<file path="config.mk">
export PLATFORM = sky130hd
export DESIGN_NAME = timed_command_scheduler_top_flat
export DESIGN_NICKNAME = d
export VERILOG_FILES = /design/src/design/tcs_pkg.sv /design/src/design/tcs_cmd_if.sv /design/src/design/tcs_res_if.sv /design/src/design/tcs_store.sv /design/src/design/tcs_ctrl.sv /design/src/design/timed_command_scheduler_top.sv /design/src/flat_wrapper.sv
export SDC_FILE = /design/constraint.sdc
export NUM_CORES = 2
export LEC_CHECK = 0
export BUFFER_PORTS_ARGS = -buffer_cell sky130_fd_sc_hd__buf_2
export CAP_MARGIN = 20
export CELL_PAD_IN_SITES_DETAIL_PLACEMENT = 0
export CELL_PAD_IN_SITES_GLOBAL_PLACEMENT = 1
export CORE_ASPECT_RATIO = 1.5
export CORE_MARGIN = 5
export CORE_UTILIZATION = 47
export CTS_BUF_LIST = sky130_fd_sc_hd__clkbuf_4 sky130_fd_sc_hd__clkbuf_8 sky130_fd_sc_hd__clkbuf_16
export DETAILED_ROUTE_END_ITERATION = 8
export GPL_ROUTABILITY_DRIVEN = 0
export PLACE_DENSITY_LB_ADDON = 0.08
export SETUP_SLACK_MARGIN = 0.05
export SLEW_MARGIN = 5
export SYNTH_ARGS = -nofsm -noshare
export SYNTH_HDL_FRONTEND = slang
export SYNTH_SLANG_ARGS = --single-unit
</file>
<file path="constraint.sdc">
create_clock -name clk_i -period 8.3 [get_ports clk_i]
set_input_delay 0.415 -clock clk_i [delete_from_list [all_inputs] [get_ports clk_i]]
set_output_delay 0.415 -clock clk_i [all_outputs]
set_load 0.02 [all_outputs]
</file>
<file path="src/design/tcs_pkg.sv">
// ----------------------------------------------------------------------------
// tcs_pkg
// Shared types and codes of the timed command scheduler: input function codes,
// result status codes and the command/status bundles between controller and
// datapath.
// ----------------------------------------------------------------------------
package tcs_pkg;

  // Input function codes.
  localparam logic FUNC_INSERT = 1'b0;
  localparam logic FUNC_TICK   = 1'b1;

  // A tick dispatches at most this many commands.
  localparam int unsigned MAX_OUT = 16;

  localparam int unsigned TARGET_SHIFT_RESET = 8;

  typedef enum logic [1:0] {
    ST_DISPATCH = 2'd0,
    ST_ACCEPTED = 2'd1,
    ST_FULL     = 2'd2,
    ST_NONE     = 2'd3
  } status_e;

  // Controller to datapath.
  typedef struct packed {
    logic    insert;        // Insert the request's command into the store.
    logic    load_stamp;    // Capture the tick timestamp.
    logic    pop;           // Move the head entry into the result register.
    logic    put_plain;     // Load a result without command payload.
    status_e plain_status;
    logic    last;          // Last flag for a popped result.
  } tcs_cmd_t;

  // Datapath to controller.
  typedef struct packed {
    logic full;
    logic head_due;
    logic next_due;
    logic out_free;
  } tcs_sts_t;

endpackage

</file>
<file path="src/design/tcs_cmd_if.sv">
// ----------------------------------------------------------------------------
// tcs_cmd_if
// Request channel of the timed command scheduler: insert or tick.
// ----------------------------------------------------------------------------
interface tcs_cmd_if;
  logic               valid;
  logic               ready;
  logic               func;
  logic [15:0]        cmd_id;
  logic signed [31:0] cmd_data;
  logic [31:0]        stamp;

  modport source (output valid, output func, output cmd_id, output cmd_data,
                  output stamp, input ready);
  modport sink (input valid, input func, input cmd_id, input cmd_data,
                input stamp, output ready);
endinterface

</file>
<file path="src/design/tcs_res_if.sv">
// ----------------------------------------------------------------------------
// tcs_res_if
// Result channel of the timed command scheduler.
// ----------------------------------------------------------------------------
interface tcs_res_if;
  logic               valid;
  logic               ready;
  logic [1:0]         status;
  logic [15:0]        out_id;
  logic signed [31:0] out_data;
  logic [15:0]        target_bits;
  logic               target_invalid;
  logic               last;

  modport source (output valid, output status, output out_id, output out_data,
                  output target_bits, output target_invalid, output last,
                  input ready);
  modport sink (input valid, input status, input out_id, input out_data,
                input target_bits, input target_invalid, input last,
                output ready);
endinterface

</file>
<file path="src/design/tcs_store.sv">
// ----------------------------------------------------------------------------
// tcs_store
// Datapath: a time-sorted row of command entries, the tick timestamp, the
// target shift register and the result register.
// ----------------------------------------------------------------------------
module tcs_store #(
  parameter int unsigned DEPTH = 16
) (
  input  logic               clk_i,
  input  logic               rst_ni,
  input  tcs_pkg::tcs_cmd_t  cmd_i,
  output tcs_pkg::tcs_sts_t  sts_o,
  input  logic [15:0]        in_id_i,
  input  logic signed [31:0] in_data_i,
  input  logic [31:0]        in_stamp_i,
  input  logic               cfg_we_i,
  input  logic [3:0]         cfg_wdata_i,
  input  logic               res_ready_i,
  output logic               res_valid_o,
  output logic [1:0]         res_status_o,
  output logic [15:0]        res_id_o,
  output logic signed [31:0] res_data_o,
  output logic [15:0]        res_target_o,
  output logic               res_invalid_o,
  output logic               res_last_o
);
  import tcs_pkg::*;

  localparam int unsigned CW = $clog2(DEPTH + 1);

  logic [31:0]        time_q [DEPTH];
  logic [15:0]        id_q   [DEPTH];
  logic signed [31:0] data_q [DEPTH];
  logic [CW-1:0]      count_q, count_d;
  logic [DEPTH-1:0]   le;
  logic [31:0]        stamp_q;
  logic [3:0]         shift_q;

  logic               out_valid_q;
  status_e            out_status_q;
  logic [15:0]        out_id_q;
  logic signed [31:0] out_data_q;
  logic [15:0]        out_target_q;
  logic               out_invalid_q;
  logic               out_last_q;

  logic [15:0]        head_tb;
  logic               head_inv;

  // Entries stay sorted by time; on insert every entry at or before the new
  // time holds, the first later one takes the new command and the rest move up.
  for (genvar g = 0; g < DEPTH; g++) begin : g_ent
    localparam logic [CW-1:0] IDX = CW'(g);
    logic               prev_le;
    logic [31:0]        prv_time, nxt_time;
    logic [15:0]        prv_id, nxt_id;
    logic signed [31:0] prv_data, nxt_data;

    assign le[g] = (IDX < count_q) && (time_q[g] <= in_stamp_i);

    if (g == 0) begin : g_first
      assign prev_le  = 1'b1;
      assign prv_time = in_stamp_i;
      assign prv_id   = in_id_i;
      assign prv_data = in_data_i;
    end else begin : g_rest
      assign prev_le  = le[g-1];
      assign prv_time = time_q[g-1];
      assign prv_id   = id_q[g-1];
      assign prv_data = data_q[g-1];
    end

    if (g == DEPTH - 1) begin : g_top
      assign nxt_time = time_q[g];
      assign nxt_id   = id_q[g];
      assign nxt_data = data_q[g];
    end else begin : g_below
      assign nxt_time = time_q[g+1];
      assign nxt_id   = id_q[g+1];
      assign nxt_data = data_q[g+1];
    end

    always_ff @(posedge clk_i) begin
      if (cmd_i.insert && !le[g]) begin
        if (prev_le) begin
          time_q[g] <= in_stamp_i;
          id_q[g]   <= in_id_i;
          data_q[g] <= in_data_i;
        end else begin
          time_q[g] <= prv_time;
          id_q[g]   <= prv_id;
          data_q[g] <= prv_data;
        end
      end else if (cmd_i.pop) begin
        time_q[g] <= nxt_time;
        id_q[g]   <= nxt_id;
        data_q[g] <= nxt_data;
      end
    end
  end

  always_comb begin
    count_d = count_q;
    if (cmd_i.insert) begin
      count_d = count_q + CW'(1);
    end else if (cmd_i.pop) begin
      count_d = count_q - CW'(1);
    end
  end

  always_ff @(posedge clk_i or negedge rst_ni) begin
    if (!rst_ni) begin
      count_q <= '0;
      shift_q <= 4'(TARGET_SHIFT_RESET);
    end else begin
      count_q <= count_d;
      if (cfg_we_i) begin
        shift_q <= cfg_wdata_i;
      end
    end
  end

  always_ff @(posedge clk_i) begin
    if (cmd_i.load_stamp) begin
      stamp_q <= in_stamp_i;
    end
  end

  assign head_tb  = id_q[0] >> shift_q;
  assign head_inv = (head_tb == 16'd0) || ((head_tb & (head_tb - 16'd1)) != 16'd0);

  always_ff @(posedge clk_i or negedge rst_ni) begin
    if (!rst_ni) begin
      out_valid_q <= 1'b0;
    end else if (cmd_i.put_plain || cmd_i.pop) begin
      out_valid_q <= 1'b1;
    end else if (res_ready_i) begin
      out_valid_q <= 1'b0;
    end
  end

  always_ff @(posedge clk_i) begin
    if (cmd_i.put_plain) begin
      out_status_q  <= cmd_i.plain_status;
      out_id_q      <= '0;
      out_data_q    <= '0;
      out_target_q  <= '0;
      out_invalid_q <= 1'b0;
      out_last_q    <= 1'b1;
    end else if (cmd_i.pop) begin
      out_status_q  <= ST_DISPATCH;
      out_id_q      <= id_q[0];
      out_data_q    <= data_q[0];
      out_target_q  <= head_tb;
      out_invalid_q <= head_inv;
      out_last_q    <= cmd_i.last;
    end
  end

  assign sts_o.full     = (count_q == CW'(DEPTH));
  assign sts_o.head_due = (count_q != '0) && (time_q[0] <= stamp_q);
  assign sts_o.next_due = (count_q > CW'(1)) && (time_q[1] <= stamp_q);
  assign sts_o.out_free = !out_valid_q || res_ready_i;

  assign res_valid_o   = out_valid_q;
  assign res_status_o  = out_status_q;
  assign res_id_o      = out_id_q;
  assign res_data_o    = out_data_q;
  assign res_target_o  = out_target_q;
  assign res_invalid_o = out_invalid_q;
  assign res_last_o    = out_last_q;

endmodule

</file>
<file path="src/design/tcs_ctrl.sv">
// ----------------------------------------------------------------------------
// tcs_ctrl
// Controller: takes requests, runs the dispatch sequence of a tick and counts
// the commands dispatched by it.
// ----------------------------------------------------------------------------
module tcs_ctrl (
  input  logic              clk_i,
  input  logic              rst_ni,
  input  logic              req_valid_i,
  input  logic              req_func_i,
  output logic              req_ready_o,
  input  tcs_pkg::tcs_sts_t sts_i,
  output tcs_pkg::tcs_cmd_t cmd_o
);
  import tcs_pkg::*;

  localparam int unsigned NW = $clog2(MAX_OUT);

  localparam logic S_IDLE = 1'b0;
  localparam logic S_TICK = 1'b1;

  logic          state_q, state_d;
  logic [NW-1:0] cnt_q, cnt_d;

  always_comb begin
    state_d     = state_q;
    cnt_d       = cnt_q;
    req_ready_o = 1'b0;
    cmd_o       = '0;
    unique case (state_q)
      S_IDLE: begin
        req_ready_o = sts_i.out_free;
        if (req_valid_i && sts_i.out_free) begin
          if (req_func_i == FUNC_TICK) begin
            cmd_o.load_stamp = 1'b1;
            cnt_d            = '0;
            state_d          = S_TICK;
          end else begin
            cmd_o.put_plain    = 1'b1;
            cmd_o.insert       = !sts_i.full;
            cmd_o.plain_status = sts_i.full ? ST_FULL : ST_ACCEPTED;
          end
        end
      end
      S_TICK: begin
        if (sts_i.out_free) begin
          if (sts_i.head_due) begin
            // The burst ends at the dispatch limit or when the next entry is
            // not yet due.
            cmd_o.pop  = 1'b1;
            cmd_o.last = (cnt_q == NW'(MAX_OUT - 1)) || !sts_i.next_due;
            cnt_d      = cnt_q + NW'(1);
            if (cmd_o.last) begin
              state_d = S_IDLE;
            end
          end else begin
            cmd_o.put_plain    = 1'b1;
            cmd_o.plain_status = ST_NONE;
            state_d            = S_IDLE;
          end
        end
      end
      default: begin
        state_d = S_IDLE;
      end
    endcase
  end

  always_ff @(posedge clk_i or negedge rst_ni) begin
    if (!rst_ni) begin
      state_q <= S_IDLE;
      cnt_q   <= '0;
    end else begin
      state_q <= state_d;
      cnt_q   <= cnt_d;
    end
  end

endmodule

</file>
<file path="src/design/timed_command_scheduler_top.sv">
// ----------------------------------------------------------------------------
// timed_command_scheduler_top
// Keeps up to DEPTH commands sorted by execution time and dispatches those
// that are due when a tick arrives, earliest first, ties in insertion order.
//
//   channel   direction  handshake         payload
//   cmd_i     in         valid / ready     func, cmd_id, cmd_data, stamp
//   res_o     out        valid / ready     status, out_id, out_data,
//                                          target_bits, target_invalid, last
//   cfg       in         cfg_we_i          cfg_wdata_i (target shift)
//
// An insert gives one result. A tick first captures its timestamp and then
// dispatches its due commands (at most 16), or gives the single nothing-due
// result; the store head feeds one dispatch per cycle while the result
// register is free. A stalled result register holds the sequence in place.
// Reset empties the store at once; no clearing pass is needed.
// ----------------------------------------------------------------------------
module timed_command_scheduler_top #(
  parameter int unsigned DEPTH = 16
) (
  input  logic       clk_i,
  input  logic       rst_ni,
  tcs_cmd_if.sink    cmd_i,
  tcs_res_if.source  res_o,
  input  logic       cfg_we_i,
  input  logic [3:0] cfg_wdata_i
);
  import tcs_pkg::*;

  tcs_cmd_t ctl_cmd;
  tcs_sts_t dp_sts;

  tcs_ctrl u_ctrl (
    .clk_i       (clk_i),
    .rst_ni      (rst_ni),
    .req_valid_i (cmd_i.valid),
    .req_func_i  (cmd_i.func),
    .req_ready_o (cmd_i.ready),
    .sts_i       (dp_sts),
    .cmd_o       (ctl_cmd)
  );

  tcs_store #(
    .DEPTH (DEPTH)
  ) u_store (
    .clk_i         (clk_i),
    .rst_ni        (rst_ni),
    .cmd_i         (ctl_cmd),
    .sts_o         (dp_sts),
    .in_id_i       (cmd_i.cmd_id),
    .in_data_i     (cmd_i.cmd_data),
    .in_stamp_i    (cmd_i.stamp),
    .cfg_we_i      (cfg_we_i),
    .cfg_wdata_i   (cfg_wdata_i),
    .res_ready_i   (res_o.ready),
    .res_valid_o   (res_o.valid),
    .res_status_o  (res_o.status),
    .res_id_o      (res_o.out_id),
    .res_data_o    (res_o.out_data),
    .res_target_o  (res_o.target_bits),
    .res_invalid_o (res_o.target_invalid),
    .res_last_o    (res_o.last)
  );

`ifndef SYNTHESIS
  // A command leaves the store only when it is due.
  a_pop_due: assert property (@(posedge clk_i) disable iff (!rst_ni)
    ctl_cmd.pop |-> dp_sts.head_due)
    else $error("pop issued for an entry that is not due");

  // A full store never takes another command.
  a_insert_room: assert property (@(posedge clk_i) disable iff (!rst_ni)
    ctl_cmd.insert |-> !dp_sts.full)
    else $error("insert issued while the store is full");

  // After a tick is taken no request is accepted until its burst is done.
  a_tick_busy: assert property (@(posedge clk_i) disable iff (!rst_ni)
    (cmd_i.valid && cmd_i.ready && cmd_i.func == FUNC_TICK) |=> !cmd_i.ready)
    else $error("request channel ready right after a tick");

  // Results without a dispatched command always close their request.
  a_plain_last: assert property (@(posedge clk_i) disable iff (!rst_ni)
    (res_o.valid && res_o.status != ST_DISPATCH) |-> res_o.last)
    else $error("non-dispatch result without last");
`endif

endmodule

</file>
<file path="src/flat_wrapper.sv">
// flat-port wrapper written by rule: the top's interface ports become plain ports
module timed_command_scheduler_top_flat import tcs_pkg::*;
#(
  parameter int unsigned DEPTH = 16
)
  (clk_i, rst_ni, cfg_we_i, cfg_wdata_i, cmd_i_valid, cmd_i_func, cmd_i_cmd_id, cmd_i_cmd_data, cmd_i_stamp, cmd_i_ready, res_o_valid, res_o_status, res_o_out_id, res_o_out_data, res_o_target_bits, res_o_target_invalid, res_o_last, res_o_ready);
  tcs_cmd_if cmd_i_i ();
  tcs_res_if res_o_i ();
  input  logic clk_i;
  input  logic rst_ni;
  input  logic cfg_we_i;
  input  logic [3:0] cfg_wdata_i;
  input wire logic [$bits(cmd_i_i.valid)-1:0] cmd_i_valid;
  input wire logic [$bits(cmd_i_i.func)-1:0] cmd_i_func;
  input wire logic [$bits(cmd_i_i.cmd_id)-1:0] cmd_i_cmd_id;
  input wire logic [$bits(cmd_i_i.cmd_data)-1:0] cmd_i_cmd_data;
  input wire logic [$bits(cmd_i_i.stamp)-1:0] cmd_i_stamp;
  output wire logic [$bits(cmd_i_i.ready)-1:0] cmd_i_ready;
  output wire logic [$bits(res_o_i.valid)-1:0] res_o_valid;
  output wire logic [$bits(res_o_i.status)-1:0] res_o_status;
  output wire logic [$bits(res_o_i.out_id)-1:0] res_o_out_id;
  output wire logic [$bits(res_o_i.out_data)-1:0] res_o_out_data;
  output wire logic [$bits(res_o_i.target_bits)-1:0] res_o_target_bits;
  output wire logic [$bits(res_o_i.target_invalid)-1:0] res_o_target_invalid;
  output wire logic [$bits(res_o_i.last)-1:0] res_o_last;
  input wire logic [$bits(res_o_i.ready)-1:0] res_o_ready;
  assign cmd_i_i.valid = cmd_i_valid;
  assign cmd_i_i.func = cmd_i_func;
  assign cmd_i_i.cmd_id = cmd_i_cmd_id;
  assign cmd_i_i.cmd_data = cmd_i_cmd_data;
  assign cmd_i_i.stamp = cmd_i_stamp;
  assign cmd_i_ready = cmd_i_i.ready;
  assign res_o_valid = res_o_i.valid;
  assign res_o_status = res_o_i.status;
  assign res_o_out_id = res_o_i.out_id;
  assign res_o_out_data = res_o_i.out_data;
  assign res_o_target_bits = res_o_i.target_bits;
  assign res_o_target_invalid = res_o_i.target_invalid;
  assign res_o_last = res_o_i.last;
  assign res_o_i.ready = res_o_ready;
  timed_command_scheduler_top #(.DEPTH(DEPTH)) u_core (.clk_i(clk_i), .rst_ni(rst_ni), .cmd_i(cmd_i_i), .res_o(res_o_i), .cfg_we_i(cfg_we_i), .cfg_wdata_i(cfg_wdata_i));
endmodule
</file>
* Word-level counts from Yosys, hierarchy flattened *
Memories as Yosys holds them, arrays and structs flattened.
Cells that the tools add are included.

word-level totals
  register bits = 115
  bits in latches = 0
  RAM bits = 1280
  memory bits (read-only) = 0
  input port bits = 90
  output and inout port bits = 70
  word-level logic and storage cells = 470
  memories kept = 3

memories
  name                   depth  bits a word  read ports  clocked after memory_dff  write ports  RTL line         RTL
  u_core.u_store.data_q  16     32           16          0                         16           tcs_store.sv:33  logic signed [31:0] data_q [DEPTH];
  u_core.u_store.time_q  16     32           16          0                         16           tcs_store.sv:31  logic [31:0] time_q [DEPTH];
  u_core.u_store.id_q    16     16           16          0                         16           tcs_store.sv:32  logic [15:0] id_q [DEPTH];

cells by class
  add/sub/neg operators = 4
  multipliers = 0
  div/mod/pow operators = 0
  $lt $le $gt $ge = 35
  eq/ne operators = 6
  shift-type cells = 1
  muxes and demuxes = 249
  bitwise logic cells = 95
  reductions and logical operators = 65

operator list
  cell                     number
  $mux W32                 62
  $le A32 B32 Y1           18
  $mux W16                 31
  $mux W1                  138
  $or A1 B1 Y1             93
  $lt A4 B5 Y1 const A     8
  $logic_and A1 B1 Y1      35
  $lt A3 B5 Y1 const A     4
  $logic_not A1 Y1         19
  $and A16 B16 Y16         1
  $logic_not A16 Y1        1
  $mux W4                  4
  $reduce_bool A16 Y1      1
  $shr A16 B4 Y16          1
  $sub A16 B1 Y16 const B  1
  $mux W5                  3
  $lt A1 B5 Y1 const A     2
  $lt A2 B5 Y1 const A     2
  $mux W2                  5
  $mux W3                  3
  $pmux W4 S2              1
  $ne A2 B2 Y1 const B     3
  $pmux W3 S2              1
  $reduce_bool A2 Y1       3
  other kinds (12)         15

* Depth between registers and ports, before layout *
An unclocked memory read counts as a cell.

  depth after elaboration = 12
  mapped depth = 15
  depth with buffers taken out = 11

* By module *
Synthesis repeated with hierarchy kept, for this count alone.

unflattened totals
  cell total of the unflattened synthesis = 6629
  area total of the unflattened synthesis = 80179.4 um^2

by module, submodules not included
  module     instances  cells an instance  area an instance (um^2)  sequential area each (um^2)
  tcs_store  1          6587               79799.0                  41030.6
  tcs_ctrl   1          42                 380.4                    125.1

* Worst setup path after synthesis *
No wires, ideal clock.

  path kind = input-to-reg
  start point = in cmd_i_stamp[30]
  end point = mem u_core.u_store.data_q[11][4] (netlist: u_core.u_store.data_q[1][100]) (enable)
  setup time = 629 ps
  arrival time = 7973 ps
  required time = 7671 ps
  slack = -302 ps
  cell stages on the path = 10
  buffers on the path = 1
  cell sequence = clkbuf_1 -> inv_1 -> ha_1 -> nand4_1 -> nor3_1 -> o21ai_0 -> o311ai_0 -> a211oi_1 -> or2_2 -> o21ai_0

RTL lines
  item                RTL line            RTL
  start: declaration  flat_wrapper.sv:17  input wire logic [$bits(cmd_i_i.stamp)-1:0] cmd_i_stamp;
  end: declaration    tcs_store.sv:33

==> flow_metrics.env <==
export IMPL_status="finished, final reports clean"
export IMPL_rsz0062_at_grt="false"
export IMPL_cp_arrival_ns=6.81
export IMPL_cts_tree="yes"
export IMPL_core_sq_um=167100
export IMPL_slew_violations=0
export IMPL_vias=63800
export IMPL_synthCells=6602
export IMPL_syn2layout_area_growth_pct=10.27
export IMPL_cp_start_kind="input pin"
export IMPL_die_w_microns=344.5
export IMPL_use_met1=0.4485
export IMPL_criticalPathCategory="in -> reg"
export IMPL_drive_gt1_frac=0.1052
export IMPL_max_stage_delay_ns=1.05
export IMPL_grt_met2_usage=0.5633
export IMPL_cts_setup_buffers=0
export IMPL_grt_total_usage=0.3535
export IMPL_slew_headroom=0.1626
export IMPL_clk_latency_ns=0.82
export IMPL_htreeDepth=4
export IMPL_grt_max_degree=187
export IMPL_drt_iter0_drc=7832
export IMPL_grt_pass1_vias=62550
export IMPL_syn_avg_cell_area_sq_um=11.95
export IMPL_yosys_warnings=0
export IMPL_ys_flop_type="edfxtp_1"
export IMPL_antenna_found_initial=12
export IMPL_finClkSkew_ns=0.03272
export IMPL_finalNonFillerCells=8841
export IMPL_drt_wl_total_mm=322.5
export IMPL_power_uw=34320
export IMPL_critPathLaunch="cmd_i_stamp[30]"
export IMPL_drv_cap=0
export IMPL_drcViolationCount=0
export IMPL_synthesis_nets=7272
export IMPL_hold_violations=0
export IMPL_avgRoutedWirePerCell_microns=36.48
export IMPL_firstDrtPassIters=6
export IMPL_ys_seq_area_frac=0.5219
export IMPL_vdd_ir_drop_max_mv=0.4342
export IMPL_cellLeakagePower_uw=0.03496
export IMPL_cts_buffers_inserted=146
export IMPL_p_per_area_nw_per_um2=394.7
export IMPL_dp_cells=8519
export IMPL_dp_hpwl_mm=196.0
export IMPL_async_reset_ff_frac=0.01075
export IMPL_synthesis_area_sq_um=78860
export IMPL_num_io_pins=160
export IMPL_synth_distinct_cells=81
export IMPL_finalCritPeriodShare=0.7539
export IMPL_rows=184
export IMPL_dieHeight_microns=511.7
export IMPL_grtUsageMet3=0.06555
export IMPL_worstPathCellList="dlygate4sd3_1, buf_2, inv_1, ha_1, nand4_1, nor4_1, nand2_1, a211oi_1, nor4_1, a31oi_1, a21boi_4, buf_4, buf_4, nor3_1, a221o_1"
export IMPL_cp_end_kind="flip-flop"
export IMPL_dieArea_sq_um=176300
export IMPL_cts_resized_gates=0
export IMPL_hp_start="cmd_i_stamp[13]"
export IMPL_finalSetupTns_ns=0
export IMPL_setup_viol=0
export IMPL_path_clk_slew_ns=0.06
export IMPL_busiest_layer="met2"
export IMPL_antenna_left=0
export IMPL_tightestPinTransition_ns=1.245
export IMPL_start_util=0.4718
export IMPL_clockBufferDepth=3
export IMPL_finalNetCount=7150
export IMPL_max_freq_mhz=159.8
export IMPL_slowest_stage="nor4_1"
export IMPL_via_per_inst=7.217
export IMPL_r2r_start="u_core.u_store.time_q[1][17]"
export IMPL_io_buffers=159
export IMPL_crit_required_ns=8.85
export IMPL_grt_first_pass_wirelength_mm=456.4
export IMPL_postCtsHoldBufs=44
export IMPL_hold_worst_slack_ns=0.04978
export IMPL_ys_seq_elements=1395
export IMPL_crit_fanout=63
export IMPL_cts_sinks=1395
export IMPL_fin_crit_ns=6.257
export IMPL_clockRootBuffer="clkbuf_16"
export IMPL_synth_edf_count=1314
export IMPL_finish_utilization=0.5203
export IMPL_grt_ovfl_total=0
export IMPL_hold_class="in -> reg"
power by group:
part | total (uW) | internal [uW] | switching [uW]
Clock | 6960 | 3860 | 3100
Combinational | 13500 | 4220 | 9320
Sequential | 13800 | 11600 | 2200
routing by layer:
layer  part of all wire  vias to the layer above
li1                   -                    26670
met1               0.37                    32130
met2               0.46                     4059
met3              0.092                      938
met4              0.073                        8
met5            0.00015                        -
flip-flops by register name, indices dropped and copies added, names as in the netlist, 2 cells and up:
register,cells
u_core.u_store.count_q,5
u_core.u_store.id_q,256
u_core.u_store.stamp_q,32
u_core.u_store.shift_q,4
u_core.u_store.res_target_o,16
u_core.u_store.res_data_o,32
u_core.u_ctrl.cnt_q,4
u_core.u_store.time_q,512
u_core.u_store.res_id_o,16
u_core.u_store.res_status_o,2
u_core.u_store.data_q,512
placed cells by master, fill, tap and decap left out, drive strengths merged, types with 96 or more instances in the layout:
| cell type | netlist | layout |
|---|---|---|
| buf | 214 | 295 |
| a221o | 723 | 723 |
| nand4 | 137 | 137 |
| nor2 | 105 | 105 |
| a22o | 196 | 196 |
| a21o | 362 | 362 |
| a21oi | 444 | 444 |
| inv | 92 | 96 |
| clkbuf | 395 | 188 |
| edfxtp | 1314 | 1314 |
| o21ai | 181 | 181 |
| nand2 | 456 | 456 |
| o31ai | 134 | 134 |
| and3 | 416 | 416 |
| ha | 580 | 580 |
cell usage after synthesis (all sizes together), types with 62 or more instances:
cell type  instances  area, sq um
and3             416         2603
buf              214         1125
dfxtp             66         1321
mux2i             87        870.8
clkbuf           395         1483
a21oi            444         2233
a22oi             70        525.5
nand3             83        415.4
nand4            137        857.1
mux2              84        945.9
nor3              90        450.4
a221o            723         7237
o21ai            181        905.9
inv               92        345.3
a32oi             62        543.0
edfxtp          1314        39460
a22o             196         1717
nand2            456         1712
a21o             362         2718
o31ai            134         1006
nor2             105        394.1
ha               580         7257
final cells by class:
cell class | count | area, sq um
fill | 14760 | 80180
sequential | 1395 | 41160
multi-input combinational | 4505 | 35150
clock buffer | 188 | 4041
tap | 2232 | 2793
timing repair buffer | 339 | 2575
clock inverter | 80 | 872.1
inverter | 93 | 349.1
antenna | 9 | 22.52
per-stage QoR:
step           area [sq um]  setup WS, ns
2_1_floorplan         78860         1.862
3_3_place_gp          81540         2.128
3_5_place_dp          81550         2.013
4_1_cts               86910         2.296
5_1_grt               86940         1.984
6_report              86960         2.043
logic make-up after synthesis:
group | count (synthesis) | synth area share
AOI/OAI and AO/OA | 2317 | 0.2290
xor gates and xnor gates | 7 | 0.0007774
adders and majority gates | 581 | 0.09215
buffers and inverters | 702 | 0.03749
DFF | 1395 | 0.5219
muxes | 182 | 0.02618
and+or+nand+nor | 1418 | 0.09253
worst max-delay path, delay by kind of cell:
family	cells	cell delay, ns
AOI/OAI and AO/OA	4	1.31
adders and majority gates	1	0.48
buffers and inverters	5	2.88
and+or+nand+nor	5	1.57
path summary, 6_finish.rpt:
check	to	slack, ns	cells past startpoint
max in group asynchronous	u_core.u_store.count_q[2]	7.74	2
min in group asynchronous	u_core.u_store.shift_q[0]	0.14	2
setup / recovery	u_core.u_store.time_q[1][36]	2.04	15
setup reg to reg	u_core.u_store.time_q[1][36]	2.41	12
hold reg to reg	u_core.u_store.res_data_o[14]	0.45	2
hold / removal	u_core.u_store.stamp_q[13]	0.05	1
No activity file was read; power rests on OpenSTA's default activity.
